===== config.mk =====
export PLATFORM = sky130hd
export DESIGN_NAME = cpu8_ram
export DESIGN_NICKNAME = d
export VERILOG_FILES = /design/src/rtl/cpu8_ram.sv
export SDC_FILE = /design/constraint.sdc
export NUM_CORES = 2
export LEC_CHECK = 0
export BUFFER_PORTS_ARGS = -buffer_cell sky130_fd_sc_hd__clkbuf_2
export CAP_MARGIN = 40
export CORE_MARGIN = 5
export CORE_UTILIZATION = 40
export CTS_BUF_LIST = sky130_fd_sc_hd__clkbuf_4 sky130_fd_sc_hd__clkbuf_8
export CTS_CLUSTER_SIZE = 20
export DETAILED_ROUTE_END_ITERATION = 10
export SETUP_SLACK_MARGIN = 0.2
export SLEW_MARGIN = 20
export SYNTH_ARGS = -nofsm -noshare
export SYNTH_HDL_FRONTEND = slang
export SYNTH_SLANG_ARGS = --single-unit

===== constraint.sdc =====
create_clock -name i_clk -period 5.3 [get_ports i_clk]
set_clock_uncertainty 0.15 [all_clocks]
set_input_delay 1.06 -clock i_clk [delete_from_list [all_inputs] [get_ports i_clk]]
set_output_delay 1.06 -clock i_clk [all_outputs]
set_load 0.01 [all_outputs]

===== src/rtl/cpu8_ram.sv =====
// Generic single-port RAM with registered read.
module cpu8_ram #(
    parameter int WIDTH = 8,
    parameter int DEPTH = 256
) (
    input  logic                     i_clk,
    input  logic                     i_we,
    input  logic [$clog2(DEPTH)-1:0] i_addr,
    input  logic [WIDTH-1:0]         i_wdata,
    output logic [WIDTH-1:0]         o_rdata
);
    logic [WIDTH-1:0] r_mem [DEPTH];
    logic [WIDTH-1:0] r_q;

    always_ff @(posedge i_clk) begin
        if (i_we) begin
            r_mem[i_addr] <= i_wdata;
        end
        r_q <= r_mem[i_addr];
    end

    assign o_rdata = r_q;
endmodule


==> reports/results.txt <==
Die ar. -> 205000 um^2
Final Non-Filler Cells -> 6916
max-slew violations -> 0
crit-path cells -> buf_8 -> buf_12 -> buf_4 -> mux4_2 -> a22oi_1 -> a21oi_1 -> o41ai_1 -> buf_2 -> nand4_1
final hold slack -> 364 ps
CP max-delay cell -> o41ai_1
pin count of the biggest net entering global routing -> 154
Clk Latency, worst-skew pair -> 1060 ps
Post-CTS Setup Bufs -> 0
slew margin rel. -> 24.7%
Sum Neg Setup Slack -> 0 ps
Die H -> 453 um
root buf cell -> clkbuf_8
clock slew at reported path FFs -> 60 ps
Pwr per Cell Area -> 362 nW/um^2
Area contributors post-synth -> edfxtp_1 (78%), mux4_2 (15%), a22oi_1 (2.4%)
CP delay by family, top -> buffers and inverters
routability cong. -> 0.823
first drt pass iteration count -> 5
WP data required -> 6050 ps
Final setup viols -> 0
Finished Core Util -> 46.4%
final hold violation count -> 0
status -> completed
sequential area share after synthesis -> 78.6%
critical path class -> in2reg
Avg Inst Size Synth -> 22.1 um^2
Max Cap Violations -> 0
Storage cell area -> 61700 um^2
Tcrit/Tclk final -> 67.9%
YS warnings -> 0
Lkg Pwr -> 28.2 nW
Power Total -> 32.8 mW
gr ovfl total -> 0
global routing usage summed across all routing layers -> 19.2%
max incr delay on CP -> 570 ps
CP arrival -> 4350 ps
Hold Path Class -> in2reg
Avg WL per Cell -> 28.7 um
I/O pins -> 26
cell count after placement -> 6307
CTS resizes -> 0
routed vias -> 38863
share of cells above drive strength 1 -> 33.3%
Clock Tree Buf Depth -> 4
Detail Route Antenna Nets -> 0
RSZ-0062 raised after global routing -> no
crit path max fanout -> 42
Mapped Area -> 78500 um^2
first-pass GRT wire length -> 287 mm
port bufs -> 25
Final nets -> 4082
area delta synth->final -> 15.4%
cts hold-fix bufs -> 0
number of global-route vias before repair -> 39881
largest area contributor in the netlist -> edfxtp_1
effective utilization at floorplan -> 40.3%
Clock Sinks -> 2056
DRC -> 0
Fmax -> 0.278 GHz
antenna violations before repair -> 6
Syn Inst Count -> 3547
TritonCTS clock tree -> done
Synth cell types -> 22
FILL cells -> 16291
WL final -> 198 mm
worst vdd ir -> 0.000301 V
CTS Buf Count -> 347
crit path capture type -> register
Core ar. -> 195000 um^2
Final HPWL DP -> 119 mm
Multi-input gate area -> 15800 um^2
Yosys reg bits -> 2056
Std-Cell Rows -> 162
Period minus WS final -> 3600 ps
Slew @ Worst Pin -> 1130 ps
1st-iter DRT viols -> 4282
CTS H-tree lvls -> 5
crit path launch type -> primary input
number of buffer and inverter stages on the critical path -> 4
DR vias/cell -> 5.62
Die Width -> 453 um
post-synthesis net count -> 3565
top-area cell type share of the netlist area -> 78.3%
-- final timing paths --
| check | startpoint | endpoint | slack, ps | cells after the start |
|---|---|---|---|---|
| min | i_wdata[5] | r_mem[95][5]$_DFFE_PP_ | 360 | 1 |
| max reg2reg | r_mem[239][4]$_DFFE_PP_ | o_rdata[4]$_DFF_P_ | 2520 | 5 |
| min reg2reg | r_mem[144][3]$_DFFE_PP_ | o_rdata[3]$_DFF_P_ | 770 | 5 |
| max | i_addr[0] | o_rdata[1]$_DFF_P_ | 1700 | 9 |
-- layout make-up --
class,count,area share (%)
clock buffer,460,6.25
timing repair buffer,400,3.81
clock inverter,115,0.752
inverter,1,0.00415
sequential,2056,68.1
tap,2624,3.63
multi-input combinational,1258,17.5
antenna,2,0.00553
-- routing by layer --
metal / vias to the layer above / track usage [%] / routed length (um)
met2: 1673 / 30.5 / 95900
met1: 20711 / 26.4 / 80000
met5: - / 0 / 32
met3: 332 / 4.28 / 15500
met4: 4 / 6.83 / 6890
li1: 16143 / - / -
-- synthesized netlist by cell type, drive strengths merged --
library cell	instances
a21oi	128
a22oi	256
and2	3
buf	87
clkbuf	145
dfxtp	8
edfxtp	2048
inv	1
mux4	512
nand2	28
nand2b	6
nand3	13
nand4	8
nor2	232
nor2b	7
nor3	30
o41ai	32
or2	2
or3	1
-- per-stage QoR --
| stage | cell area, um^2 | setup slack, ps |
|---|---|---|
| 6_report | 90500 | 1700 |
| 3_3_place_gp | 83700 | 193 |
| 3_5_place_dp | 84000 | 589 |
| 2_1_floorplan | 78500 | 1870 |
| 5_1_grt | 90500 | 1560 |
| 4_1_cts | 90300 | 1780 |
-- registers in the layout, summed over array words and instances, names as in the netlist --
register	flops
r_mem	2048
o_rdata	8
-- logic make-up after synthesis --
family / Yosys count / synth area share [%]
compound gates: 416 / 3.62
buf+inv: 233 / 1.40
flops: 2056 / 78.6
mux: 512 / 14.7
simple gates: 330 / 1.73
-- layout by cell type, fill, tap and decap left out, drive strengths merged --
cell / count
nand3: 13
a21oi: 128
bufinv: 7
nand4: 8
clkinvlp: 5
nor2: 232
inv: 3
or2: 2
clkdlybuf4s15: 2
and2: 3
clkinv: 101
nand2: 28
nand2b: 6
edfxtp: 2048
or3: 1
buf: 381
clkbuf: 477
nor2b: 7
o41ai: 32
mux4: 512
diode: 2
a22oi: 256
nor3: 30
dfxtp: 8
-- power breakdown --
| group | leakage [nW] | switching (mW) | internal, mW |
|---|---|---|---|
| sequential | 18.5 | 0.0340 | 17.9 |
| combinational | 6.36 | 1.00 | 0.557 |
| clock | 3.36 | 6.07 | 7.22 |
-- worst register-to-register path, stage by stage (launching register included) --
cell      delay [ps]
edfxtp_1         370
mux4_2           490
a22oi_1          420
a21oi_1          240
o41ai_2          780
nand4_1          160
Note: power is estimated with default switching activity, not from simulation.
