===== config.mk =====
export PLATFORM = sky130hd
export DESIGN_NAME = cpu8_ctrl
export DESIGN_NICKNAME = d
export VERILOG_FILES = /design/src/rtl/cpu8_pkg.sv /design/src/rtl/cpu8_ctrl.sv
export SDC_FILE = /design/constraint.sdc
export NUM_CORES = 1
export LEC_CHECK = 0
export BUFFER_PORTS_ARGS = -buffer_cell sky130_fd_sc_hd__buf_4
export CORE_UTILIZATION = 30
export DETAILED_ROUTE_END_ITERATION = 8
export MAX_ROUTING_LAYER = met4
export SETUP_SLACK_MARGIN = 0.1
export SYNTH_ARGS = -nofsm -noshare
export SYNTH_HDL_FRONTEND = slang
export SYNTH_SLANG_ARGS = --single-unit

===== constraint.sdc =====
create_clock -name i_clk -period 3.2 [get_ports i_clk]
set_input_delay 0.16 -clock i_clk [delete_from_list [all_inputs] [get_ports i_clk]]
set_output_delay 0.16 -clock i_clk [all_outputs]
set_load 0.03 [all_outputs]

===== src/rtl/cpu8_pkg.sv =====
// Shared types, constants and a helper function for the cpu8 instruction step block.
package cpu8_pkg;

    localparam int MEM_DEPTH  = 65536;
    localparam int MEM_ADDR_W = $clog2(MEM_DEPTH);

    localparam logic [15:0] PROT_RESET = 16'h2000;
    localparam logic [16:0] WLIM_RESET = 17'h04000;

    localparam logic [2:0] RB = 3'd0;
    localparam logic [2:0] RC = 3'd1;
    localparam logic [2:0] RD = 3'd2;
    localparam logic [2:0] RE = 3'd3;
    localparam logic [2:0] RH = 3'd4;
    localparam logic [2:0] RL = 3'd5;

    localparam int FZ = 0;
    localparam int FC = 3;

    typedef enum logic [1:0] {
        OP_LOAD = 2'd0,
        OP_EXEC = 2'd1,
        OP_IRQ  = 2'd2,
        OP_NONE = 2'd3
    } t_op;

    typedef enum logic {
        CFG_PROTECTED_BELOW = 1'b0,
        CFG_WRITABLE_BELOW  = 1'b1
    } t_cfg_idx;

    typedef enum logic [3:0] {
        S_IDLE,
        S_LOAD,
        S_F0,
        S_F1,
        S_F2,
        S_F3,
        S_RD,
        S_RDW,
        S_EXEC,
        S_WR,
        S_RESP
    } t_state;

    typedef enum logic [2:0] {
        MEM_IDLE,
        MEM_LOAD,
        MEM_FETCH,
        MEM_READ,
        MEM_WRITE
    } t_mem_op;

    typedef enum logic [2:0] {
        CAP_NONE,
        CAP_OPC,
        CAP_B1,
        CAP_B2,
        CAP_D0,
        CAP_D1
    } t_cap;

    typedef struct packed {
        t_mem_op    mem;
        logic [1:0] idx;
        logic       exec;
        logic       load_out;
        logic       accept;
    } t_cmd;

    typedef struct packed {
        logic [1:0] n_rd;
        logic [1:0] n_wr;
        logic       out_free;
        logic       halted;
    } t_status;

    localparam logic [4:0] CYCLE_TABLE [256] = '{
        5'd4, 5'd10, 5'd7, 5'd5, 5'd5, 5'd5, 5'd7, 5'd4,
        5'd4, 5'd10, 5'd7, 5'd5, 5'd5, 5'd5, 5'd7, 5'd4,
        5'd4, 5'd10, 5'd7, 5'd5, 5'd5, 5'd5, 5'd7, 5'd4,
        5'd4, 5'd10, 5'd7, 5'd5, 5'd5, 5'd5, 5'd7, 5'd4,
        5'd4, 5'd10, 5'd16, 5'd5, 5'd5, 5'd5, 5'd7, 5'd4,
        5'd4, 5'd10, 5'd16, 5'd5, 5'd5, 5'd5, 5'd7, 5'd4,
        5'd4, 5'd10, 5'd13, 5'd5, 5'd10, 5'd10, 5'd10, 5'd4,
        5'd4, 5'd10, 5'd13, 5'd5, 5'd5, 5'd5, 5'd7, 5'd4,
        5'd5, 5'd5, 5'd5, 5'd5, 5'd5, 5'd5, 5'd7, 5'd5,
        5'd5, 5'd5, 5'd5, 5'd5, 5'd5, 5'd5, 5'd7, 5'd5,
        5'd5, 5'd5, 5'd5, 5'd5, 5'd5, 5'd5, 5'd7, 5'd5,
        5'd5, 5'd5, 5'd5, 5'd5, 5'd5, 5'd5, 5'd7, 5'd5,
        5'd5, 5'd5, 5'd5, 5'd5, 5'd5, 5'd5, 5'd7, 5'd5,
        5'd5, 5'd5, 5'd5, 5'd5, 5'd5, 5'd5, 5'd7, 5'd5,
        5'd7, 5'd7, 5'd7, 5'd7, 5'd7, 5'd7, 5'd7, 5'd7,
        5'd5, 5'd5, 5'd5, 5'd5, 5'd5, 5'd5, 5'd7, 5'd5,
        5'd4, 5'd4, 5'd4, 5'd4, 5'd4, 5'd4, 5'd7, 5'd4,
        5'd4, 5'd4, 5'd4, 5'd4, 5'd4, 5'd4, 5'd7, 5'd4,
        5'd4, 5'd4, 5'd4, 5'd4, 5'd4, 5'd4, 5'd7, 5'd4,
        5'd4, 5'd4, 5'd4, 5'd4, 5'd4, 5'd4, 5'd7, 5'd4,
        5'd4, 5'd4, 5'd4, 5'd4, 5'd4, 5'd4, 5'd7, 5'd4,
        5'd4, 5'd4, 5'd4, 5'd4, 5'd4, 5'd4, 5'd7, 5'd4,
        5'd4, 5'd4, 5'd4, 5'd4, 5'd4, 5'd4, 5'd7, 5'd4,
        5'd4, 5'd4, 5'd4, 5'd4, 5'd4, 5'd4, 5'd7, 5'd4,
        5'd11, 5'd10, 5'd10, 5'd10, 5'd17, 5'd11, 5'd7, 5'd11,
        5'd11, 5'd10, 5'd10, 5'd10, 5'd10, 5'd17, 5'd7, 5'd11,
        5'd11, 5'd10, 5'd10, 5'd10, 5'd17, 5'd11, 5'd7, 5'd11,
        5'd11, 5'd10, 5'd10, 5'd10, 5'd10, 5'd17, 5'd7, 5'd11,
        5'd11, 5'd10, 5'd10, 5'd18, 5'd17, 5'd11, 5'd7, 5'd11,
        5'd11, 5'd5, 5'd10, 5'd5, 5'd17, 5'd17, 5'd7, 5'd11,
        5'd11, 5'd10, 5'd10, 5'd4, 5'd17, 5'd11, 5'd7, 5'd11,
        5'd11, 5'd5, 5'd10, 5'd4, 5'd17, 5'd17, 5'd7, 5'd11
    };

    // parity, sign, zero
    function automatic logic [2:0] zsp(input logic [7:0] v);
        zsp = {~^v, v[7], (v == 8'd0)};
    endfunction

endpackage


===== src/rtl/cpu8_ctrl.sv =====
// Sequencer: steps each item through those of load, fetch, operand read, execute, store and result that it needs.
module cpu8_ctrl import cpu8_pkg::*; (
    input  logic       i_clk,
    input  logic       i_rst_n,
    input  logic       i_in_valid,
    input  logic [1:0] i_operation,
    input  t_status    i_status,
    output t_cmd       o_cmd,
    output logic       o_in_ready
);
    t_state r_state, n_state;
    logic   r_idx, n_idx;

    always_ff @(posedge i_clk) begin
        if (!i_rst_n) begin
            r_state <= S_IDLE;
            r_idx   <= 1'b0;
        end else begin
            r_state <= n_state;
            r_idx   <= n_idx;
        end
    end

    always_comb begin
        n_state = r_state;
        n_idx   = r_idx;
        unique case (r_state)
            S_IDLE: begin
                n_idx = 1'b0;
                if (i_in_valid) begin
                    priority if (i_operation == OP_LOAD) begin
                        n_state = S_LOAD;
                    end else if (i_operation == OP_EXEC && !i_status.halted) begin
                        n_state = S_F0;
                    end else if (i_operation == OP_IRQ && !i_status.halted) begin
                        n_state = S_EXEC;
                    end else begin
                        n_state = S_RESP;
                    end
                end
            end
            S_LOAD: n_state = S_RESP;
            S_F0:   n_state = S_F1;
            S_F1:   n_state = S_F2;
            S_F2:   n_state = S_F3;
            S_F3: begin
                n_idx   = 1'b0;
                n_state = (i_status.n_rd != 2'd0) ? S_RD : S_EXEC;
            end
            S_RD: begin
                if ({1'b0, r_idx} == i_status.n_rd - 2'd1) begin
                    n_state = S_RDW;
                end else begin
                    n_idx = 1'b1;
                end
            end
            S_RDW: n_state = S_EXEC;
            S_EXEC: begin
                n_idx   = 1'b0;
                n_state = (i_status.n_wr != 2'd0) ? S_WR : S_RESP;
            end
            S_WR: begin
                if ({1'b0, r_idx} == i_status.n_wr - 2'd1) begin
                    n_state = S_RESP;
                end else begin
                    n_idx = 1'b1;
                end
            end
            S_RESP: begin
                if (i_status.out_free) begin
                    n_state = S_IDLE;
                end
            end
            default: n_state = S_IDLE;
        endcase
    end

    always_comb begin
        o_cmd      = '{mem: MEM_IDLE, idx: 2'd0, exec: 1'b0, load_out: 1'b0, accept: 1'b0};
        o_in_ready = 1'b0;
        unique case (r_state)
            S_IDLE: begin
                o_in_ready   = 1'b1;
                o_cmd.accept = i_in_valid;
            end
            S_LOAD: o_cmd.mem = MEM_LOAD;
            S_F0: begin
                o_cmd.mem = MEM_FETCH;
                o_cmd.idx = 2'd0;
            end
            S_F1: begin
                o_cmd.mem = MEM_FETCH;
                o_cmd.idx = 2'd1;
            end
            S_F2: begin
                o_cmd.mem = MEM_FETCH;
                o_cmd.idx = 2'd2;
            end
            S_RD: begin
                o_cmd.mem = MEM_READ;
                o_cmd.idx = {1'b0, r_idx};
            end
            S_EXEC: o_cmd.exec = 1'b1;
            S_WR: begin
                o_cmd.mem = MEM_WRITE;
                o_cmd.idx = {1'b0, r_idx};
            end
            S_RESP: o_cmd.load_out = i_status.out_free;
            default: ;
        endcase
    end

    a_rd_has_count: assert property (@(posedge i_clk) disable iff (!i_rst_n)
        r_state == S_RD |-> i_status.n_rd != 2'd0)
        else $error("operand read issued with no read to do");

    a_wr_has_count: assert property (@(posedge i_clk) disable iff (!i_rst_n)
        r_state == S_WR |-> i_status.n_wr != 2'd0)
        else $error("store issued with no store to do");

    a_resp_leaves: assert property (@(posedge i_clk) disable iff (!i_rst_n)
        r_state == S_RESP && i_status.out_free |=> r_state == S_IDLE)
        else $error("result stage did not return to idle");
endmodule


==> results_dict.tcl, run 1 <==
set metrics [dict create \
    outcome "finished clean" \
    syn-num-nets 86 \
    chipHeight_um 45.71 \
    ys_ff_latch 5 \
    worst_pin_slew_ns 0.6682 \
    grt_usage 0.1335 \
    required_ns 3.34 \
    antenna_found_initial 0 \
    drv_slew 0 \
    path_class "reg -> reg" \
    drcViolationCount 0 \
    n_antenna_cell 0 \
    synth_edf_count 0 \
    pre_cts_ws_ns 1.312 \
    path_cells "or3_4 > a211oi_2 > a311oi_2 > o2111ai_1 > o211a_1" \
    drt_iter0_drc 15 \
    clock-skew-final_ns 0.002562 \
    synth_mux_area_frac 0.05459 \
    final_util 0.4099 \
    cts.path.max_buffers 2 \
    synth_xor_area_frac 0.03057 \
    p_leak_nw 0.3121 \
    synth_fa_ha_area_frac 0.04367 \
    wl_met1_um 578 \
    core_um2 1764 \
    core.rowCount 15 \
    design_power_total_w 0.0006208 \
    synth-compound-area-share 0.3013 \
    drive_gt1_frac 0.3371 \
    via_per_inst 5.053 \
    dieArea_um2 2089 \
    hold_violations 0 \
    setup_tns_ns 0 \
    slowest_stage "dfxtp_1" \
    worst_slack_ns 1.292 \
    syn-cell-area_um2 573.1 \
    wl_met3_um 50 \
    nets 103 \
    syn_area_per_cell_um2 7.850 \
    routed-wl-met2_um 649 \
    hpwl_um 977.2 \
    ant_nets 0 \
    cts_buffers 3 \
    grt_overflow 0 \
    ir_drop_v 0.0003197 \
    cts_root_buffer "clkbuf_4" \
    finalCriticalPeriod_ns 1.908 \
    start_util 0.3248 \
    maxCapViolations 0 \
    setup_viol 0 \
    crit_fanout 18 \
    drtPass1Iterations 6 \
    layout_commonest_cell "buf_4" \
    synth_cells 73 \
    cts_hold_buf 0 \
    htree_levels 1 \
    powerDensity_nw_per_um2 858.4 \
    worstPathArrival_ns 2.05 \
    slew_headroom 0.5539 \
    cts_resized 0 \
    insertion_delay_ns 0.25 \
    cts_tree "built" \
    grt_max_degree 20 \
    num_io_pins 20 \
    cpPeakStageDelay_ns 0.74 \
    ys_types 36 \
    syn_to_final_growth_pct 26.20 \
    highest_layer "met4" \
    die_w_um 45.71 \
    clock.fmax_mhz 524.1 \
    postCtsSetupBuffers 0 \
    wl_um 1297 \
    wire_per_inst_um 11.38 \
    layout_common_cells "buf_4 (19), inv_1 (8)" \
    grt_pass1_vias 458 \
    port_buffers 19 \
    synth_seq_area_share 0.1747 \
    yosys_warnings 0 \
    vias 576 \
    synth_top_family_by_area "compound AO/OA/AOI/OAI gates" \
    clock_sinks 5 \
    hold_path.class "in -> reg" \
    ys_async_sr_fraction 0 \
    final.period_utilization 0.5963 \
    rsz0062_at_grt "no" \
    gp_congestion 0.7527 \
    grt_pass1_wl_um 1925 \
    crit_path_end_kind "register" \
    critPathLaunchType "register" \
    synthSimpleGateAreaFrac 0.2555 \
    clkTransAtPathRegs_ns 0.05 \
    ys_dominant_reg_cell "dfxtp_1" \
]
[Yosys cell counts, types with 2 or more instances]
master / instances / area (um2)
a31oi_1: 2 / 12.51
inv_1: 8 / 30.03
xor2_1: 2 / 17.52
ha_1: 2 / 25.02
o21ai_1: 2 / 10.01
dfxtp_1: 5 / 100.1
nor2_1: 5 / 18.77
nand3_1: 2 / 10.01
nand3b_1: 2 / 15.01
nand2_1: 5 / 18.77
clkbuf_1: 3 / 11.26
nor3_1: 2 / 10.01
a21oi_1: 5 / 25.02
a211oi_1: 3 / 22.52
mux2i_1: 2 / 20.02
buf_6: 3 / 33.78
[layer usage]
metal,track usage,up-vias
met2,0.2200,17
met1,0.1527,259
li1,-,297
met4,0.07059,0
met5,-,-
met3,0.02381,3
[final timing paths]
check                           slack, ns  depth (start not counted)                       to                    start
worst max-delay path                 1.29                          5  r_state[1]$_SDFFE_PN0P_  r_state[1]$_SDFFE_PN0P_
worst min-delay path                 0.17                          2  r_state[1]$_SDFFE_PN0P_                  i_rst_n
worst max register to register       1.29                          5  r_state[1]$_SDFFE_PN0P_  r_state[1]$_SDFFE_PN0P_
worst min register to register       0.52                          2       r_idx$_SDFFE_PN0P_       r_idx$_SDFFE_PN0P_
[where the power goes]
| part | switching [W] | internal, W | total, W | leakage [nW] |
|---|---|---|---|---|
| sequential | 0.0000907 | 0.0000830 | 0.000174 | 0.0411 |
| combinational | 0.000194 | 0.000174 | 0.000368 | 0.256 |
| clock | 0.0000315 | 0.0000475 | 0.0000790 | 0.0150 |
| total | 0.000316 | 0.000305 | 0.000621 | 0.312 |
[worst max-delay path: cells and delay by family (launching register included)]
kind	cells	cell delay, ns
and+or+nand+nor	1	0.25
DFF	1	0.74
AOI/OAI and AO/OA	4	0.80
[registers in the layout, summed over array words and instances (netlist names)]
signal	cells
r_state	4
r_idx	1
[cell type report]
| cell class | count | area, um2 |
|---|---|---|
| Timing Repair Buffer | 19 | 142.6 |
| Fill cell | 204 | 1041 |
| Multi-Input combinational cell | 53 | 392.9 |
| Clock buffer | 4 | 26.28 |
| Tap cell | 25 | 31.28 |
| Inverter | 8 | 30.03 |
| Sequential cell | 5 | 100.1 |
[through the flow]
step,std cells,hold slack [ns],cell area (um2)
after floorplan,73,0.2934,573.1
after global routing,114,0.1606,723.2
final,114,0.1736,723.2
after CTS,114,0.1648,723.2
after global placement,110,0.4247,696.9
after detailed placement,110,0.4215,696.9
[logic make-up (layout without fill, tap and decap cells)]
| family | Yosys count | in the layout |
|---|---|---|
| XOR/XNOR | 2 | 2 |
| adder cells (fa/ha/maj) | 2 | 2 |
| AO/OA/AOI/OAI | 22 | 22 |
| multiplexers | 3 | 3 |
| AND/OR/NAND/NOR | 24 | 24 |
| flip-flops | 5 | 5 |
| buffers and inverters | 15 | 31 |
Note: power is estimated with default switching activity, not from simulation.
==> run 2, diff against run 1 <==
- ABC_AREA: default -> 1
- clock period: 3.2 -> 1.9 ns (I/O delays scaled with it)
==> run 2 against run 1 <==
Against the previous run: synthesized area grew 2.8%; utilization grew 2.7 points; count of clock-buffer cells in the layout is the same; worst setup slack lost 0.94 ns; critical path depth is the same; synthesized cell count grew 34%; global-route usage grew 2.6 points; combinational power grew 120%; clock power grew 62%; via count grew 14%; routed wire length grew 8.5%.
==> results_dict.tcl, run 2 <==
set metrics [dict create \
    grt_pass1_vias 580 \
    setup_viol 0 \
    vias 655 \
    drtPass1Iterations 4 \
    internal_power_w 0.0005102 \
    clock_sinks 5 \
    layout_commonest_cell "nand2_1" \
    num_io_pins 20 \
    slowest_stage "dfxtp_1" \
    syn-cell-area_um2 589.3 \
    critPathTopFamily "flip-flops" \
    synth_seq_area_share 0.1699 \
    combPwrFrac 0.700 \
    path_class "reg -> out" \
    maxCapViolations 0 \
    switching_share 0.5576 \
    wl_um 1407 \
    drive_gt1_frac 0.3750 \
    cts.path.max_buffers 2 \
    dieArea_um2 2146 \
    syn_area_per_cell_um2 6.013 \
    htree_levels 1 \
    setup_tns_ns 0 \
    drv_slew 0 \
    path_cells "nand2_1 > nor2_2 > o21ai_0 > nand2_1 > buf_4" \
    drt_iter0_drc 5 \
    ir_drop_v 0.0005844 \
    synthMostInstantiatedCell "nand2_1" \
    port_buffers 19 \
    ys_types 23 \
    ys_async_sr_fraction 0 \
    synth_cells 98 \
    top_register "r_state" \
    critPathLaunchType "register" \
    start_util 0.3305 \
    cpPeakStageDelay_ns 0.52 \
    final.period_utilization 0.8158 \
    finalCriticalPeriod_ns 1.550 \
    path_buf_inv 1 \
    worst_pin_slew_ns 0.3523 \
    cts_tree "built" \
    cts_buffers 3 \
    largest_reg_flops 4 \
    ys_ff_latch 5 \
    layout_common_cells "nand2_1 (23), buf_4 (19), inv_1 (13)" \
    syn-num-nets 111 \
    synth_top_area_share 0.1699 \
    clock.fmax_mhz 645.2 \
    ys_dominant_reg_cell "dfxtp_1" \
    syn_to_final_growth_pct 32.06 \
    drcViolationCount 0 \
    required_ns 1.80 \
    fin_cells 145 \
    via_per_inst 4.517 \
    cts_root_buffer "clkbuf_4" \
    cts_resized 0 \
    postCtsSetupBuffers 0 \
    antenna_found_initial 0 \
    outcome "finished clean" \
    p_leak_nw 0.4078 \
    clkTransAtPathRegs_ns 0.05 \
    worstPathArrival_ns 1.46 \
    insertion_delay_ns 0.24 \
    cts_hold_buf 0 \
    netlist_top_cells_area "dfxtp_1 (17%), nand2_1 (15%), inv_1 (8.3%)" \
    grt_overflow 0 \
    grt_usage 0.1599 \
    slew_headroom 0.7648 \
    reg.largest.list "r_state (4), r_idx (1)" \
    hold_violations 0 \
    nets 134 \
    power_frac_seq 0.189 \
    crit_path_end_kind "output pin" \
    gp_congestion 0.8841 \
    die_w_um 46.32 \
    synth_edf_count 0 \
    clockPowerShare 0.111 \
    yosys_warnings 0 \
    n_antenna_cell 0 \
    yosys.area.top_type "dfxtp_1" \
    crit_top_cell "nand2_1" \
    rsz0062_at_grt "no" \
    hold_path.class "in -> reg" \
    clock-skew-final_ns 0.002134 \
    core.rowCount 15 \
    wire_per_inst_um 9.703 \
    core_um2 1783 \
    powerDensity_nw_per_um2 1482 \
    synth_commonest_cells "nand2_1 (23), inv_1 (13), nand3_1 (7), nor2_1 (7)" \
    p_switching_w 0.0006431 \
    crit_fanout 9 \
    hpwl_um 1224 \
    grt_max_degree 10 \
    grt_pass1_wl_um 2352 \
    placedCellCount 141 \
    ant_nets 0 \
    chipHeight_um 46.32 \
]
run 2: path summary, 6_finish.rpt:
check                          start                 endpoint  slack (ns)  cells past startpoint
max          r_state[1]$_SDFFE_PN0P_                 o_cmd[3]        0.35                      5
min                          i_rst_n  r_state[1]$_SDFFE_PN0P_        0.16                      3
max reg2reg  r_state[3]$_SDFFE_PN0P_  r_state[0]$_SDFFE_PN0P_        0.57                      6
min reg2reg       r_idx$_SDFFE_PN0P_       r_idx$_SDFFE_PN0P_        0.60                      2
run 2: layer usage:
metal | global-route usage | wire [um] | vias up
met5 | - | 0 | -
met4 | 0.02353 | 23 | 0
met3 | 0.05882 | 60 | 2
met2 | 0.2278 | 622 | 18
met1 | 0.2173 | 700 | 282
li1 | - | - | 353
run 2: power groups by stage:
| stage | clock network (W) | registers (W) | logic (W) |
|---|---|---|---|
| after floorplan | 0 | 0.000181 | 0.000643 |
| after global placement | 0 | 0.000220 | 0.000811 |
| after detailed placement | 0 | 0.000220 | 0.000813 |
| after CTS | 0.000131 | 0.000217 | 0.000815 |
| after global routing | 0.000142 | 0.000225 | 0.000887 |
| final | 0.000128 | 0.000218 | 0.000808 |
run 2: layout make-up:
class	instances	area, um2
clock buffer	4	26.28
fill	199	1005
inverter	20	75.07
multi-input combinational	72	402.9
sequential	5	100.1
tap	25	31.28
timing repair buffer	19	142.6
run 2: cell families after synthesis:
family	synth area share
AO/OA/AOI/OAI	0.1529
adder cells (fa/ha/maj)	0.04246
buffers and inverters	0.1465
flip-flops	0.1699
AND/OR/NAND/NOR	0.4883
run 2: metrics by stage:
stage	power, W	hold WS (ns)	cell area (um2)	utilization	setup slack, ns
detailed placement	0.001033	0.4069	752.0	0.4218	0.5927
finish	0.001153	0.1583	778.2	0.4365	0.3500
CTS	0.001164	0.1498	778.2	0.4365	0.3367
floorplan	0.0008237	0.2868	589.3	-	0.4120
global placement	0.001031	0.4020	752.0	0.4218	0.6158
global route	0.001254	0.1562	778.2	0.4365	0.1820
run 2: worst reg2reg max path, stage by stage, from the launching register on:
cell,delay [ns]
dfxtp_1,0.49
inv_2,0.11
nor2_2,0.15
nand2_1,0.09
o21ai_0,0.24
nand2_1,0.08
a21oi_1,0.11
