<file path="src/rtl/cpu8_pkg.sv">
// Shared types, constants and a helper function for the cpu8 instruction step block.
package cpu8_pkg;

    localparam int MEM_DEPTH  = 65536;
    localparam int MEM_ADDR_W = $clog2(MEM_DEPTH);

    localparam logic [15:0] PROT_RESET = 16'h2000;
    localparam logic [16:0] WLIM_RESET = 17'h04000;

    localparam logic [2:0] RB = 3'd0;
    localparam logic [2:0] RC = 3'd1;
    localparam logic [2:0] RD = 3'd2;
    localparam logic [2:0] RE = 3'd3;
    localparam logic [2:0] RH = 3'd4;
    localparam logic [2:0] RL = 3'd5;

    localparam int FZ = 0;
    localparam int FC = 3;

    typedef enum logic [1:0] {
        OP_LOAD = 2'd0,
        OP_EXEC = 2'd1,
        OP_IRQ  = 2'd2,
        OP_NONE = 2'd3
    } t_op;

    typedef enum logic {
        CFG_PROTECTED_BELOW = 1'b0,
        CFG_WRITABLE_BELOW  = 1'b1
    } t_cfg_idx;

    typedef enum logic [3:0] {
        S_IDLE,
        S_LOAD,
        S_F0,
        S_F1,
        S_F2,
        S_F3,
        S_RD,
        S_RDW,
        S_EXEC,
        S_WR,
        S_RESP
    } t_state;

    typedef enum logic [2:0] {
        MEM_IDLE,
        MEM_LOAD,
        MEM_FETCH,
        MEM_READ,
        MEM_WRITE
    } t_mem_op;

    typedef enum logic [2:0] {
        CAP_NONE,
        CAP_OPC,
        CAP_B1,
        CAP_B2,
        CAP_D0,
        CAP_D1
    } t_cap;

    typedef struct packed {
        t_mem_op    mem;
        logic [1:0] idx;
        logic       exec;
        logic       load_out;
        logic       accept;
    } t_cmd;

    typedef struct packed {
        logic [1:0] n_rd;
        logic [1:0] n_wr;
        logic       out_free;
        logic       halted;
    } t_status;

    localparam logic [4:0] CYCLE_TABLE [256] = '{
        5'd4, 5'd10, 5'd7, 5'd5, 5'd5, 5'd5, 5'd7, 5'd4,
        5'd4, 5'd10, 5'd7, 5'd5, 5'd5, 5'd5, 5'd7, 5'd4,
        5'd4, 5'd10, 5'd7, 5'd5, 5'd5, 5'd5, 5'd7, 5'd4,
        5'd4, 5'd10, 5'd7, 5'd5, 5'd5, 5'd5, 5'd7, 5'd4,
        5'd4, 5'd10, 5'd16, 5'd5, 5'd5, 5'd5, 5'd7, 5'd4,
        5'd4, 5'd10, 5'd16, 5'd5, 5'd5, 5'd5, 5'd7, 5'd4,
        5'd4, 5'd10, 5'd13, 5'd5, 5'd10, 5'd10, 5'd10, 5'd4,
        5'd4, 5'd10, 5'd13, 5'd5, 5'd5, 5'd5, 5'd7, 5'd4,
        5'd5, 5'd5, 5'd5, 5'd5, 5'd5, 5'd5, 5'd7, 5'd5,
        5'd5, 5'd5, 5'd5, 5'd5, 5'd5, 5'd5, 5'd7, 5'd5,
        5'd5, 5'd5, 5'd5, 5'd5, 5'd5, 5'd5, 5'd7, 5'd5,
        5'd5, 5'd5, 5'd5, 5'd5, 5'd5, 5'd5, 5'd7, 5'd5,
        5'd5, 5'd5, 5'd5, 5'd5, 5'd5, 5'd5, 5'd7, 5'd5,
        5'd5, 5'd5, 5'd5, 5'd5, 5'd5, 5'd5, 5'd7, 5'd5,
        5'd7, 5'd7, 5'd7, 5'd7, 5'd7, 5'd7, 5'd7, 5'd7,
        5'd5, 5'd5, 5'd5, 5'd5, 5'd5, 5'd5, 5'd7, 5'd5,
        5'd4, 5'd4, 5'd4, 5'd4, 5'd4, 5'd4, 5'd7, 5'd4,
        5'd4, 5'd4, 5'd4, 5'd4, 5'd4, 5'd4, 5'd7, 5'd4,
        5'd4, 5'd4, 5'd4, 5'd4, 5'd4, 5'd4, 5'd7, 5'd4,
        5'd4, 5'd4, 5'd4, 5'd4, 5'd4, 5'd4, 5'd7, 5'd4,
        5'd4, 5'd4, 5'd4, 5'd4, 5'd4, 5'd4, 5'd7, 5'd4,
        5'd4, 5'd4, 5'd4, 5'd4, 5'd4, 5'd4, 5'd7, 5'd4,
        5'd4, 5'd4, 5'd4, 5'd4, 5'd4, 5'd4, 5'd7, 5'd4,
        5'd4, 5'd4, 5'd4, 5'd4, 5'd4, 5'd4, 5'd7, 5'd4,
        5'd11, 5'd10, 5'd10, 5'd10, 5'd17, 5'd11, 5'd7, 5'd11,
        5'd11, 5'd10, 5'd10, 5'd10, 5'd10, 5'd17, 5'd7, 5'd11,
        5'd11, 5'd10, 5'd10, 5'd10, 5'd17, 5'd11, 5'd7, 5'd11,
        5'd11, 5'd10, 5'd10, 5'd10, 5'd10, 5'd17, 5'd7, 5'd11,
        5'd11, 5'd10, 5'd10, 5'd18, 5'd17, 5'd11, 5'd7, 5'd11,
        5'd11, 5'd5, 5'd10, 5'd5, 5'd17, 5'd17, 5'd7, 5'd11,
        5'd11, 5'd10, 5'd10, 5'd4, 5'd17, 5'd11, 5'd7, 5'd11,
        5'd11, 5'd5, 5'd10, 5'd4, 5'd17, 5'd17, 5'd7, 5'd11
    };

    // parity, sign, zero
    function automatic logic [2:0] zsp(input logic [7:0] v);
        zsp = {~^v, v[7], (v == 8'd0)};
    endfunction

endpackage

</file>
<file path="src/rtl/cpu8_dp.sv">
// Datapath: architectural registers, operand capture, instruction execute and result register.
module cpu8_dp import cpu8_pkg::*; (
    input  logic                  i_clk,
    input  logic                  i_rst_n,
    input  t_cmd                  i_cmd,
    output t_status               o_status,
    input  logic                  i_cfg_we,
    input  logic                  i_cfg_idx,
    input  logic [16:0]           i_cfg_data,
    input  logic [1:0]            i_operation,
    input  logic [15:0]           i_load_address,
    input  logic [7:0]            i_load_data,
    input  logic [2:0]            i_interrupt_number,
    output logic                  o_mem_we,
    output logic [MEM_ADDR_W-1:0] o_mem_addr,
    output logic [7:0]            o_mem_wdata,
    input  logic [7:0]            i_mem_rdata,
    output logic                  o_out_valid,
    input  logic                  i_out_ready,
    output logic [4:0]            o_cycles_used,
    output logic [15:0]           o_program_counter,
    output logic [7:0]            o_accumulator,
    output logic [4:0]            o_flag_bits,
    output logic                  o_write_refused,
    output logic                  o_stopped
);
    logic [7:0]  r_a, n_a;
    logic [7:0]  r_gp [6];
    logic [7:0]  n_gp [6];
    logic [15:0] r_sp, n_sp;
    logic [15:0] r_pc, n_pc;
    logic [4:0]  r_fl, n_fl;
    logic        r_ie, n_ie;
    logic        r_halt, n_halt;
    logic [4:0]  r_cycles, n_cycles;
    logic [15:0] r_wa0, n_wa0, r_wa1, n_wa1;
    logic [7:0]  r_wd0, n_wd0, r_wd1, n_wd1;
    logic [15:0] r_prot;
    logic [16:0] r_wlim;
    logic [1:0]  r_op;
    logic [15:0] r_ld_addr;
    logic [7:0]  r_ld_data;
    logic [2:0]  r_irq;
    logic [7:0]  r_opc, r_b1, r_b2, r_d0, r_d1;
    t_cap        r_cap, n_cap;
    logic        r_cap_zero;
    logic        r_refused;
    logic        r_ov;
    logic [4:0]  r_o_cyc;
    logic [15:0] r_o_pc;
    logic [7:0]  r_o_a;
    logic [4:0]  r_o_fl;
    logic        r_o_ref, r_o_stop;

    logic [15:0] imm, bc, de, hl, d16, ret16, rd_base, mem_addr;
    logic [16:0] sum17;
    logic [8:0]  t9;
    logic [7:0]  a1, x8, cap_data;
    logic [1:0]  n_rd, n_wr;
    logic        in_range, allowed, refuse_now;

    assign imm   = {r_b2, r_b1};
    assign bc    = {r_gp[RB], r_gp[RC]};
    assign de    = {r_gp[RD], r_gp[RE]};
    assign hl    = {r_gp[RH], r_gp[RL]};
    assign d16   = {r_d1, r_d0};
    assign ret16 = r_pc + 16'd3;

    always_comb begin
        n_rd    = 2'd0;
        n_wr    = 2'd0;
        rd_base = hl;
        unique case (r_opc)
            8'h0A: begin
                n_rd    = 2'd1;
                rd_base = bc;
            end
            8'h1A: begin
                n_rd    = 2'd1;
                rd_base = de;
            end
            8'h3A: begin
                n_rd    = 2'd1;
                rd_base = imm;
            end
            8'h2A: begin
                n_rd    = 2'd2;
                rd_base = imm;
            end
            8'h46, 8'h56, 8'h5E, 8'h66, 8'h7E, 8'hB6: n_rd = 2'd1;
            8'h34, 8'h35: begin
                n_rd = 2'd1;
                n_wr = 2'd1;
            end
            8'hC1, 8'hD1, 8'hE1, 8'hF1, 8'hC8, 8'hD8, 8'hC9: begin
                n_rd    = 2'd2;
                rd_base = r_sp;
            end
            8'h02, 8'h12, 8'h32, 8'h36, 8'h77: n_wr = 2'd1;
            8'h22, 8'hC5, 8'hD5, 8'hE5, 8'hF5, 8'hCD: n_wr = 2'd2;
            default: ;
        endcase
        if (r_op == OP_IRQ) begin
            n_rd = 2'd0;
            n_wr = 2'd2;
        end
    end

    assign o_status = '{n_rd: n_rd, n_wr: n_wr, out_free: (!r_ov || i_out_ready),
                        halted: r_halt};

    always_comb begin
        mem_addr = r_pc;
        o_mem_we = 1'b0;
        o_mem_wdata = r_wd0;
        n_cap = CAP_NONE;
        refuse_now = 1'b0;
        unique case (i_cmd.mem)
            MEM_LOAD: begin
                mem_addr    = r_ld_addr;
                o_mem_wdata = r_ld_data;
            end
            MEM_FETCH: begin
                mem_addr = r_pc + 16'(i_cmd.idx);
                unique case (i_cmd.idx)
                    2'd0:    n_cap = CAP_OPC;
                    2'd1:    n_cap = CAP_B1;
                    default: n_cap = CAP_B2;
                endcase
            end
            MEM_READ: begin
                mem_addr = rd_base + 16'(i_cmd.idx);
                n_cap    = i_cmd.idx[0] ? CAP_D1 : CAP_D0;
            end
            MEM_WRITE: begin
                mem_addr    = i_cmd.idx[0] ? r_wa1 : r_wa0;
                o_mem_wdata = i_cmd.idx[0] ? r_wd1 : r_wd0;
            end
            default: ;
        endcase
        in_range = ({1'b0, mem_addr} < 17'(MEM_DEPTH));
        allowed  = (mem_addr >= r_prot) && ({1'b0, mem_addr} < r_wlim) && in_range;
        if (i_cmd.mem == MEM_LOAD) begin
            o_mem_we = in_range;
        end else if (i_cmd.mem == MEM_WRITE) begin
            o_mem_we   = allowed;
            refuse_now = !allowed;
        end
    end

    assign o_mem_addr = mem_addr[MEM_ADDR_W-1:0];
    assign cap_data   = r_cap_zero ? 8'd0 : i_mem_rdata;

    always_comb begin
        n_a      = r_a;
        n_gp     = r_gp;
        n_sp     = r_sp;
        n_pc     = r_pc + 16'd1;
        n_fl     = r_fl;
        n_ie     = r_ie;
        n_halt   = r_halt;
        n_cycles = CYCLE_TABLE[r_opc];
        n_wa0    = hl;
        n_wa1    = hl;
        n_wd0    = r_a;
        n_wd1    = r_a;
        sum17    = 17'd0;
        t9       = 9'd0;
        a1       = 8'd0;
        x8       = 8'd0;
        if (r_op == OP_IRQ) begin
            n_cycles = 5'd0;
            n_wa0    = r_sp - 16'd1;
            n_wd0    = r_pc[15:8];
            n_wa1    = r_sp - 16'd2;
            n_wd1    = r_pc[7:0];
            n_sp     = r_sp - 16'd2;
            n_pc     = {10'd0, r_irq, 3'd0};
            n_ie     = 1'b0;
        end else begin
            unique case (r_opc)
                8'h00, 8'h08, 8'h10, 8'h18, 8'h20, 8'h28, 8'h30, 8'h38, 8'hD3, 8'hDB: ;
                8'h01: begin
                    n_gp[RB] = r_b2;
                    n_gp[RC] = r_b1;
                    n_pc     = ret16;
                end
                8'h11: begin
                    n_gp[RD] = r_b2;
                    n_gp[RE] = r_b1;
                    n_pc     = ret16;
                end
                8'h21: begin
                    n_gp[RH] = r_b2;
                    n_gp[RL] = r_b1;
                    n_pc     = ret16;
                end
                8'h31: begin
                    n_sp = imm;
                    n_pc = ret16;
                end
                8'h02: n_wa0 = bc;
                8'h12: n_wa0 = de;
                8'h03: {n_gp[RB], n_gp[RC]} = bc + 16'd1;
                8'h13: {n_gp[RD], n_gp[RE]} = de + 16'd1;
                8'h23: {n_gp[RH], n_gp[RL]} = hl + 16'd1;
                8'h33: n_sp = r_sp + 16'd1;
                8'h0B: {n_gp[RB], n_gp[RC]} = bc - 16'd1;
                8'h1B: {n_gp[RD], n_gp[RE]} = de - 16'd1;
                8'h2B: {n_gp[RH], n_gp[RL]} = hl - 16'd1;
                8'h04, 8'h0C, 8'h14, 8'h1C, 8'h24, 8'h2C: begin
                    x8 = r_gp[r_opc[5:3]] + 8'd1;
                    n_gp[r_opc[5:3]] = x8;
                    n_fl = {r_fl[4:3], zsp(x8)};
                end
                8'h05, 8'h0D, 8'h15, 8'h1D, 8'h25, 8'h2D: begin
                    x8 = r_gp[r_opc[5:3]] - 8'd1;
                    n_gp[r_opc[5:3]] = x8;
                    n_fl = {r_fl[4:3], zsp(x8)};
                end
                8'h3C: begin
                    n_a  = r_a + 8'd1;
                    n_fl = {r_fl[4:3], zsp(n_a)};
                end
                8'h3D: begin
                    n_a  = r_a - 8'd1;
                    n_fl = {r_fl[4:3], zsp(n_a)};
                end
                8'h34: begin
                    x8    = r_d0 + 8'd1;
                    n_fl  = {r_fl[4:3], zsp(x8)};
                    n_wd0 = x8;
                end
                8'h35: begin
                    x8    = r_d0 - 8'd1;
                    n_fl  = {r_fl[4:3], zsp(x8)};
                    n_wd0 = x8;
                end
                8'h06, 8'h0E, 8'h16, 8'h1E, 8'h26, 8'h2E: begin
                    n_gp[r_opc[5:3]] = r_b1;
                    n_pc = r_pc + 16'd2;
                end
                8'h3E: begin
                    n_a  = r_b1;
                    n_pc = r_pc + 16'd2;
                end
                8'h36: begin
                    n_wd0 = r_b1;
                    n_pc  = r_pc + 16'd2;
                end
                8'h07: begin
                    n_a  = {r_a[6:0], r_a[7]};
                    n_fl = {r_fl[4], r_a[7], r_fl[2:0]};
                end
                8'h0F: begin
                    n_a  = {r_a[0], r_a[7:1]};
                    n_fl = {r_fl[4], r_a[0], r_fl[2:0]};
                end
                8'h17: begin
                    n_a  = {r_a[6:0], r_fl[FC]};
                    n_fl = {r_fl[4], r_a[7], r_fl[2:0]};
                end
                8'h1F: begin
                    n_a  = {r_fl[FC], r_a[7:1]};
                    n_fl = {r_fl[4], r_a[0], r_fl[2:0]};
                end
                8'h09, 8'h19, 8'h29: begin
                    unique case (r_opc[5:4])
                        2'd0:    sum17 = {1'b0, hl} + {1'b0, bc};
                        2'd1:    sum17 = {1'b0, hl} + {1'b0, de};
                        default: sum17 = {1'b0, hl} + {1'b0, hl};
                    endcase
                    {n_gp[RH], n_gp[RL]} = sum17[15:0];
                    n_fl = {r_fl[4], sum17[16], r_fl[2:0]};
                end
                8'h0A, 8'h1A: n_a = r_d0;
                8'h22: begin
                    n_wa0 = imm;
                    n_wd0 = r_gp[RL];
                    n_wa1 = imm + 16'd1;
                    n_wd1 = r_gp[RH];
                    n_pc  = ret16;
                end
                8'h2A: begin
                    n_gp[RL] = r_d0;
                    n_gp[RH] = r_d1;
                    n_pc     = ret16;
                end
                8'h32: begin
                    n_wa0 = imm;
                    n_pc  = ret16;
                end
                8'h3A: begin
                    n_a  = r_d0;
                    n_pc = ret16;
                end
                8'h27: begin
                    a1 = (r_a[3:0] > 4'd9) ? r_a + 8'd6 : r_a;
                    n_a = a1;
                    if (a1[7:4] > 4'd9) begin
                        t9   = {1'b0, a1} + 9'h060;
                        n_a  = t9[7:0];
                        n_fl = {r_fl[4], t9[8], zsp(t9[7:0])};
                    end
                end
                8'h2F: n_a = ~r_a;
                8'h37: n_fl = {r_fl[4], 1'b1, r_fl[2:0]};
                8'h40, 8'h41, 8'h42, 8'h43, 8'h44, 8'h45: n_gp[RB] = r_gp[r_opc[2:0]];
                8'h46: n_gp[RB] = r_d0;
                8'h47: n_gp[RB] = r_a;
                8'h4F: n_gp[RC] = r_a;
                8'h56: n_gp[RD] = r_d0;
                8'h57: n_gp[RD] = r_a;
                8'h5D: n_gp[RE] = r_gp[RL];
                8'h5E: n_gp[RE] = r_d0;
                8'h5F: n_gp[RE] = r_a;
                8'h66: n_gp[RH] = r_d0;
                8'h67: n_gp[RH] = r_a;
                8'h6F: n_gp[RL] = r_a;
                8'h77: ;
                8'h7A: n_a = r_gp[RD];
                8'h7B: n_a = r_gp[RE];
                8'h7C: n_a = r_gp[RH];
                8'h7D: n_a = r_gp[RL];
                8'h7E: n_a = r_d0;
                8'hA7: n_fl = {2'b00, zsp(r_a)};
                8'hAF: begin
                    n_a  = 8'd0;
                    n_fl = {2'b00, zsp(8'd0)};
                end
                8'hB0: begin
                    n_a  = r_a | r_gp[RB];
                    n_fl = {2'b00, zsp(n_a)};
                end
                8'hB6: begin
                    n_a  = r_a | r_d0;
                    n_fl = {2'b00, zsp(n_a)};
                end
                8'hE6: begin
                    n_a  = r_a & r_b1;
                    n_fl = {2'b00, zsp(n_a)};
                    n_pc = r_pc + 16'd2;
                end
                8'hC1: begin
                    {n_gp[RB], n_gp[RC]} = d16;
                    n_sp = r_sp + 16'd2;
                end
                8'hD1: begin
                    {n_gp[RD], n_gp[RE]} = d16;
                    n_sp = r_sp + 16'd2;
                end
                8'hE1: begin
                    {n_gp[RH], n_gp[RL]} = d16;
                    n_sp = r_sp + 16'd2;
                end
                8'hF1: begin
                    n_fl = r_d0[4:0];
                    n_a  = r_d1;
                    n_sp = r_sp + 16'd2;
                end
                8'hC5, 8'hD5, 8'hE5, 8'hF5, 8'hCD: begin
                    n_wa0 = r_sp - 16'd1;
                    n_wa1 = r_sp - 16'd2;
                    n_sp  = r_sp - 16'd2;
                    unique case (r_opc)
                        8'hC5:   {n_wd0, n_wd1} = bc;
                        8'hD5:   {n_wd0, n_wd1} = de;
                        8'hE5:   {n_wd0, n_wd1} = hl;
                        8'hF5:   {n_wd0, n_wd1} = {r_a, 3'b000, r_fl};
                        default: begin
                            {n_wd0, n_wd1} = ret16;
                            n_pc = imm;
                        end
                    endcase
                end
                8'hC3: n_pc = imm;
                8'hC2: n_pc = !r_fl[FZ] ? imm : ret16;
                8'hCA: n_pc = r_fl[FZ] ? imm : ret16;
                8'hD2: n_pc = !r_fl[FC] ? imm : ret16;
                8'hDA: n_pc = r_fl[FC] ? imm : ret16;
                8'hC6: begin
                    t9   = {1'b0, r_a} + {1'b0, r_b1};
                    n_a  = t9[7:0];
                    n_fl = {r_fl[4], t9[8], zsp(t9[7:0])};
                    n_pc = r_pc + 16'd2;
                end
                8'hC8, 8'hD8, 8'hC9: begin
                    if (r_opc == 8'hC9 || (r_opc == 8'hC8 && r_fl[FZ])
                            || (r_opc == 8'hD8 && r_fl[FC])) begin
                        n_pc = d16;
                        n_sp = r_sp + 16'd2;
                    end
                end
                8'hEB: begin
                    {n_gp[RD], n_gp[RE]} = hl;
                    {n_gp[RH], n_gp[RL]} = de;
                end
                8'hFB: n_ie = 1'b1;
                8'hFE: begin
                    x8   = r_a - r_b1;
                    n_fl = {r_fl[4], (r_a < r_b1), zsp(x8)};
                    n_pc = r_pc + 16'd2;
                end
                default: begin
                    n_pc     = r_pc;
                    n_halt   = 1'b1;
                    n_cycles = 5'd0;
                end
            endcase
        end
    end

    always_ff @(posedge i_clk) begin
        if (!i_rst_n) begin
            r_a       <= 8'd0;
            r_gp      <= '{default: 8'd0};
            r_sp      <= 16'd0;
            r_pc      <= 16'd0;
            r_fl      <= 5'd0;
            r_ie      <= 1'b0;
            r_halt    <= 1'b0;
            r_prot    <= PROT_RESET;
            r_wlim    <= WLIM_RESET;
            r_cap     <= CAP_NONE;
            r_refused <= 1'b0;
            r_cycles  <= 5'd0;
            r_ov      <= 1'b0;
        end else begin
            if (i_cfg_we) begin
                unique case (i_cfg_idx)
                    CFG_PROTECTED_BELOW: r_prot <= i_cfg_data[15:0];
                    CFG_WRITABLE_BELOW:  r_wlim <= i_cfg_data;
                endcase
            end
            r_cap <= n_cap;
            if (i_cmd.accept) begin
                r_refused <= 1'b0;
                r_cycles  <= 5'd0;
            end else if (refuse_now) begin
                r_refused <= 1'b1;
            end
            if (i_cmd.exec) begin
                r_a      <= n_a;
                r_gp     <= n_gp;
                r_sp     <= n_sp;
                r_pc     <= n_pc;
                r_fl     <= n_fl;
                r_ie     <= n_ie;
                r_halt   <= n_halt;
                r_cycles <= n_cycles;
            end
            if (i_cmd.load_out) begin
                r_ov <= 1'b1;
            end else if (i_out_ready) begin
                r_ov <= 1'b0;
            end
        end
    end

    always_ff @(posedge i_clk) begin
        r_cap_zero <= !in_range;
        if (i_cmd.accept) begin
            r_op      <= i_operation;
            r_ld_addr <= i_load_address;
            r_ld_data <= i_load_data;
            r_irq     <= i_interrupt_number;
        end
        unique case (r_cap)
            CAP_OPC: r_opc <= cap_data;
            CAP_B1:  r_b1  <= cap_data;
            CAP_B2:  r_b2  <= cap_data;
            CAP_D0:  r_d0  <= cap_data;
            CAP_D1:  r_d1  <= cap_data;
            default: ;
        endcase
        if (i_cmd.exec) begin
            r_wa0 <= n_wa0;
            r_wa1 <= n_wa1;
            r_wd0 <= n_wd0;
            r_wd1 <= n_wd1;
        end
        if (i_cmd.load_out) begin
            r_o_cyc  <= r_cycles;
            r_o_pc   <= r_pc;
            r_o_a    <= r_a;
            r_o_fl   <= r_fl;
            r_o_ref  <= r_refused;
            r_o_stop <= r_halt;
        end
    end

    assign o_out_valid       = r_ov;
    assign o_cycles_used     = r_o_cyc;
    assign o_program_counter = r_o_pc;
    assign o_accumulator     = r_o_a;
    assign o_flag_bits       = r_o_fl;
    assign o_write_refused   = r_o_ref;
    assign o_stopped         = r_o_stop;

    a_halt_sticks: assert property (@(posedge i_clk) disable iff (!i_rst_n)
        r_halt |=> r_halt)
        else $error("stopped core resumed without reset");

    a_no_exec_halted: assert property (@(posedge i_clk) disable iff (!i_rst_n)
        i_cmd.exec |-> !r_halt)
        else $error("execute issued while stopped");

    a_no_store_refused_load: assert property (@(posedge i_clk) disable iff (!i_rst_n)
        i_cmd.mem == MEM_WRITE && o_mem_we |-> allowed)
        else $error("store outside window reached memory");
endmodule

</file>
<file path="config.mk">
export PLATFORM = sky130hd
export DESIGN_NAME = cpu8_dp
export DESIGN_NICKNAME = d
export VERILOG_FILES = /design/src/rtl/cpu8_pkg.sv /design/src/rtl/cpu8_dp.sv
export SDC_FILE = /design/constraint.sdc
export NUM_CORES = 2
export LEC_CHECK = 0
export ABC_AREA = 1
export BUFFER_PORTS_ARGS = -buffer_cell sky130_fd_sc_hd__buf_4
export CORE_MARGIN = 10
export CORE_UTILIZATION = 25
export DETAILED_ROUTE_END_ITERATION = 16
export GPL_ROUTABILITY_DRIVEN = 0
export PLACE_DENSITY = 0.38
export SYNTH_ARGS = -nofsm -noshare
export SYNTH_HDL_FRONTEND = slang
export SYNTH_SLANG_ARGS = --single-unit
</file>
<file path="constraint.sdc">
create_clock -name i_clk -period 10.9 [get_ports i_clk]
set_clock_uncertainty 0.05 [all_clocks]
set_input_delay 1.09 -clock i_clk [delete_from_list [all_inputs] [get_ports i_clk]]
set_output_delay 1.09 -clock i_clk [all_outputs]
set_load 0.02 [all_outputs]
</file>
==> impl_metrics.csv <==
group,metric,value,unit
run_status,status,"complete, no violations",
clocking,post-cts-setup-buffers,0,
global_route,antenna_found_initial,30,
sta,setup_violations,0,
clocking,postCtsHoldBufs,0,
run,drv_cap,0,
clocking,cts_tree,"built",
sta,period_share,82.41,%
placed_design,dpl-instance-area,33320,um2
floorplan,dieArea,135200,um2
worst_setup_path,path_max_fanout,31,
synthesis,ys_warn_count,0,
cells_and_area,fin_util,28.98,%
floorplan,io_pins,135,
sta,period_needed,8.982,ns
global_route,grt_max_degree,61,
cells_and_area,area_growth,14.99,%
synthesis,synth_cell_types,60,
sta,slew_headroom,17.36,%
route,post_drt_wl_per_cell,32.77,um
sta,final-hold-violation-count,0,
worst_setup_path,worstSetupStartpointType,"flop",
floorplan,die_x,367.7,um
route,postRouteAntennaNets,0,
worst_setup_path,timing.rr.end,"r_refused",
route,wl,213200,um
route,vias,38868,
worst_setup_path,timing.rr.start,"r_opc[0]",
clocking,cts.clk_slew.worst_paths,0.06,ns
synthesis,yosysSeqAreaShare,24.27,%
synthesis,synthFlopType,"edfxtp_1",
synthesis,synth-edff-count,153,
synthesis,syn_area,30230,um2
placed_design,portBuffers,134,
sta,rsz0062_at_grt,"no",
placed_design,placed_cells,6413,
worst_setup_path,criticalPathCategory,"reg -> out",
cells_and_area,final_cell_mix,"nand2_1, nor2_1, a21oi_1, inv_1, o21ai_0",
route,drcViolationCount,0,
route,drtIter0Drc,5944,
floorplan,num_rows,127,
floorplan,die_h,367.7,um
cells_and_area,design_area,34760,um2
cells_and_area,multiInputGateArea,20010,um2
worst_setup_path,endpoint_kind,"output port",
sta,fmax,111.3,MHz
sta,finalSetupTns,0,ns
cells_and_area,nFillCells,13543,
worst_setup_path,crit_required,9.76,ns
worst_setup_path,arrival,7.84,ns
floorplan,start_util,25.20,%
cells_and_area,final_cells,6507,
global_route,groute.usage.overall,29.73,%
clocking,numCtsBuffers,42,
worst_hold_path,hold_end,"o_program_counter[9]",
synthesis,postSynthAreaPerCell,6.327,um2
sta,fin_ws,1.918,ns
synthesis,synth_nets,5002,
route,drt_pass1_iterations,7,
worst_hold_path,holdPathStages,0,
cells_and_area,drive_above_1_share,9.246,%
synthesis,ys_top_cells_by_area,"edfxtp_1, nand2_1, dfxtp_1",
clocking,clock_latency,0.65,ns
clocking,clock_tree.buffer_depth,3,
clocking,htree_levels,2,
clocking,ctsResizeCount,0,
sta,final_max_slew_viol_count,0,
route,vias_per_cell,5.973,
clocking,clock-sinks,290,
sta,tightest_slew,1.238,ns
cells_and_area,final_common_cell,"nand2_1",
power_and_ir_drop,worst_ir_drop_vdd,105.7,uV
power_and_ir_drop,powerDensity,98.15,nW/um2
global_route,grt_pass1_wl,290600,um
synthesis,yosysTopAreaCell,"edfxtp_1",
placed_design,pre_cts_ws,2.847,ns
power_and_ir_drop,p_leak,0.01417,uW
worst_setup_path,reg2reg_slack,3.65,ns
synthesis,async_reset_ff_share,0,%
worst_hold_path,hp-class,"reg -> reg",
global_route,grt_pass1_vias,35791,
synthesis,yosysTopAreaCellShare,15.20,%
worst_hold_path,min_from,"r_pc[9]",
cells_and_area,regArea,7337,um2
cells_and_area,layout.nets,5069,
clocking,cts_root_buffer,"clkbuf_16",
synthesis,synth_seq_cells,290,
synthesis,syn_inst,4778,
global_route,grt_overflow,0,
worst_setup_path,r2r_cells,25,
floorplan,core_area,120000,um2
placed_design,hpwl,160900,um
synthesized netlist by cell type, types with 16 or more instances:
| cell type | count |
|---|---|
| nand2_1 | 995 |
| nor2_1 | 521 |
| a21oi_1 | 445 |
| inv_1 | 418 |
| o21ai_0 | 406 |
| nand3_1 | 288 |
| clkbuf_1 | 205 |
| o22ai_1 | 192 |
| edfxtp_1 | 153 |
| ha_1 | 153 |
| dfxtp_1 | 137 |
| xor2_1 | 114 |
| nor3_1 | 84 |
| nand4_1 | 83 |
| o211ai_1 | 67 |
| clkinv_1 | 42 |
| a31oi_1 | 36 |
| inv_2 | 34 |
| nor4_1 | 33 |
| xnor2_1 | 33 |
| o2111ai_1 | 32 |
| a211oi_1 | 31 |
| buf_2 | 26 |
| o221ai_1 | 25 |
| a221oi_1 | 24 |
| a22oi_1 | 23 |
| nor2_2 | 19 |
| nand2_2 | 16 |
stage by stage:
stage / power (uW) / hold WS (ns)
floorplan: 1649 / 0.3564
global placement: 1963 / 0.3685
detailed placement: 1958 / 0.3674
CTS: 3428 / 0.3842
global route: 3540 / 0.3923
finish: 3412 / 0.3824
flip-flops by register name, summed over array words and instances (netlist names), 8 cells and up:
register           flops
r_a                    8
o_program_counter     16
r_sp                  16
r_ld_addr             16
r_prot                16
r_pc                  16
r_wa1                 16
r_ld_data              8
hl                    16
de                    16
r_wd1                  8
r_b2                   8
r_b1                   8
r_opc                  8
r_wa0                 16
r_wlim                17
bc                    16
r_d1                   8
o_accumulator          8
r_d0                   8
r_wd0                  8
cell families (layout without fill, tap and decap cells):
kind of cell / count (synthesis) / count (layout) / synth area share, %
and+or+nand+nor: 2088 / 2088 / 29.45
AOI/OAI and AO/OA: 1346 / 1346 / 25.85
buffers and inverters: 750 / 850 / 9.577
DFF: 290 / 290 / 24.27
adders and majority gates: 157 / 157 / 6.597
xor gates and xnor gates: 147 / 147 / 4.259
other: 0 / 17 / 0
layout make-up:
class	instances	area share, %
diodes	17	0.1224
clock buffers	51	3.149
clock inverters	26	0.8890
inverters	495	5.356
multi-input cells	3738	57.57
flip-flops and latches	290	21.11
well taps	1612	5.802
repair buffers	278	6.003
how the worst max path moves through the flow:
stage / startpoint / endpoint
CTS: r_opc[0] / o_mem_we
detailed placement: r_opc[0] / o_mem_we
global route: r_opc[0] / o_mem_we
global placement: r_opc[0] / o_mem_we
finish: r_opc[0] / o_mem_we
floorplan: r_opc[1] / o_mem_we
per-layer routing:
layer / vias up / share of wire [%] / global-route usage, %
met3: 872 / 13 / 11.91
met5: - / 0.13 / 0
met4: 42 / 7.7 / 18.60
met2: 2850 / 41 / 43.39
met1: 18392 / 39 / 36.12
li1: 16712 / - / -
power breakdown:
part | internal [uW] | switching [uW] | total (uW)
sequential | 1210 | 53.0 | 1260
clock | 825 | 629 | 1450
combinational | 200 | 497 | 698
critical path, stage by stage (launching register included):
cell      delay [ns]
edfxtp_1        0.96
clkinv_1        0.75
ha_1            0.49
nand3_1         0.18
nor2_1          0.11
inv_2           0.07
nand3_2         0.52
inv_1           0.54
o211ai_1        0.20
o22ai_1         0.30
inv_1           0.08
ha_1            0.29
a21oi_1         0.07
nand3b_1        0.21
nor2_1          0.30
nand2_1         0.09
nand2_1         0.06
nand3_1         0.09
a21oi_1         0.39
ha_1            0.34
nor3b_1         0.16
nor3b_1         0.15
a221oi_1        0.27
nand3_1         0.20
o21bai_1        0.19
buf_4           0.18
Note: power is estimated with default switching activity, not from simulation.
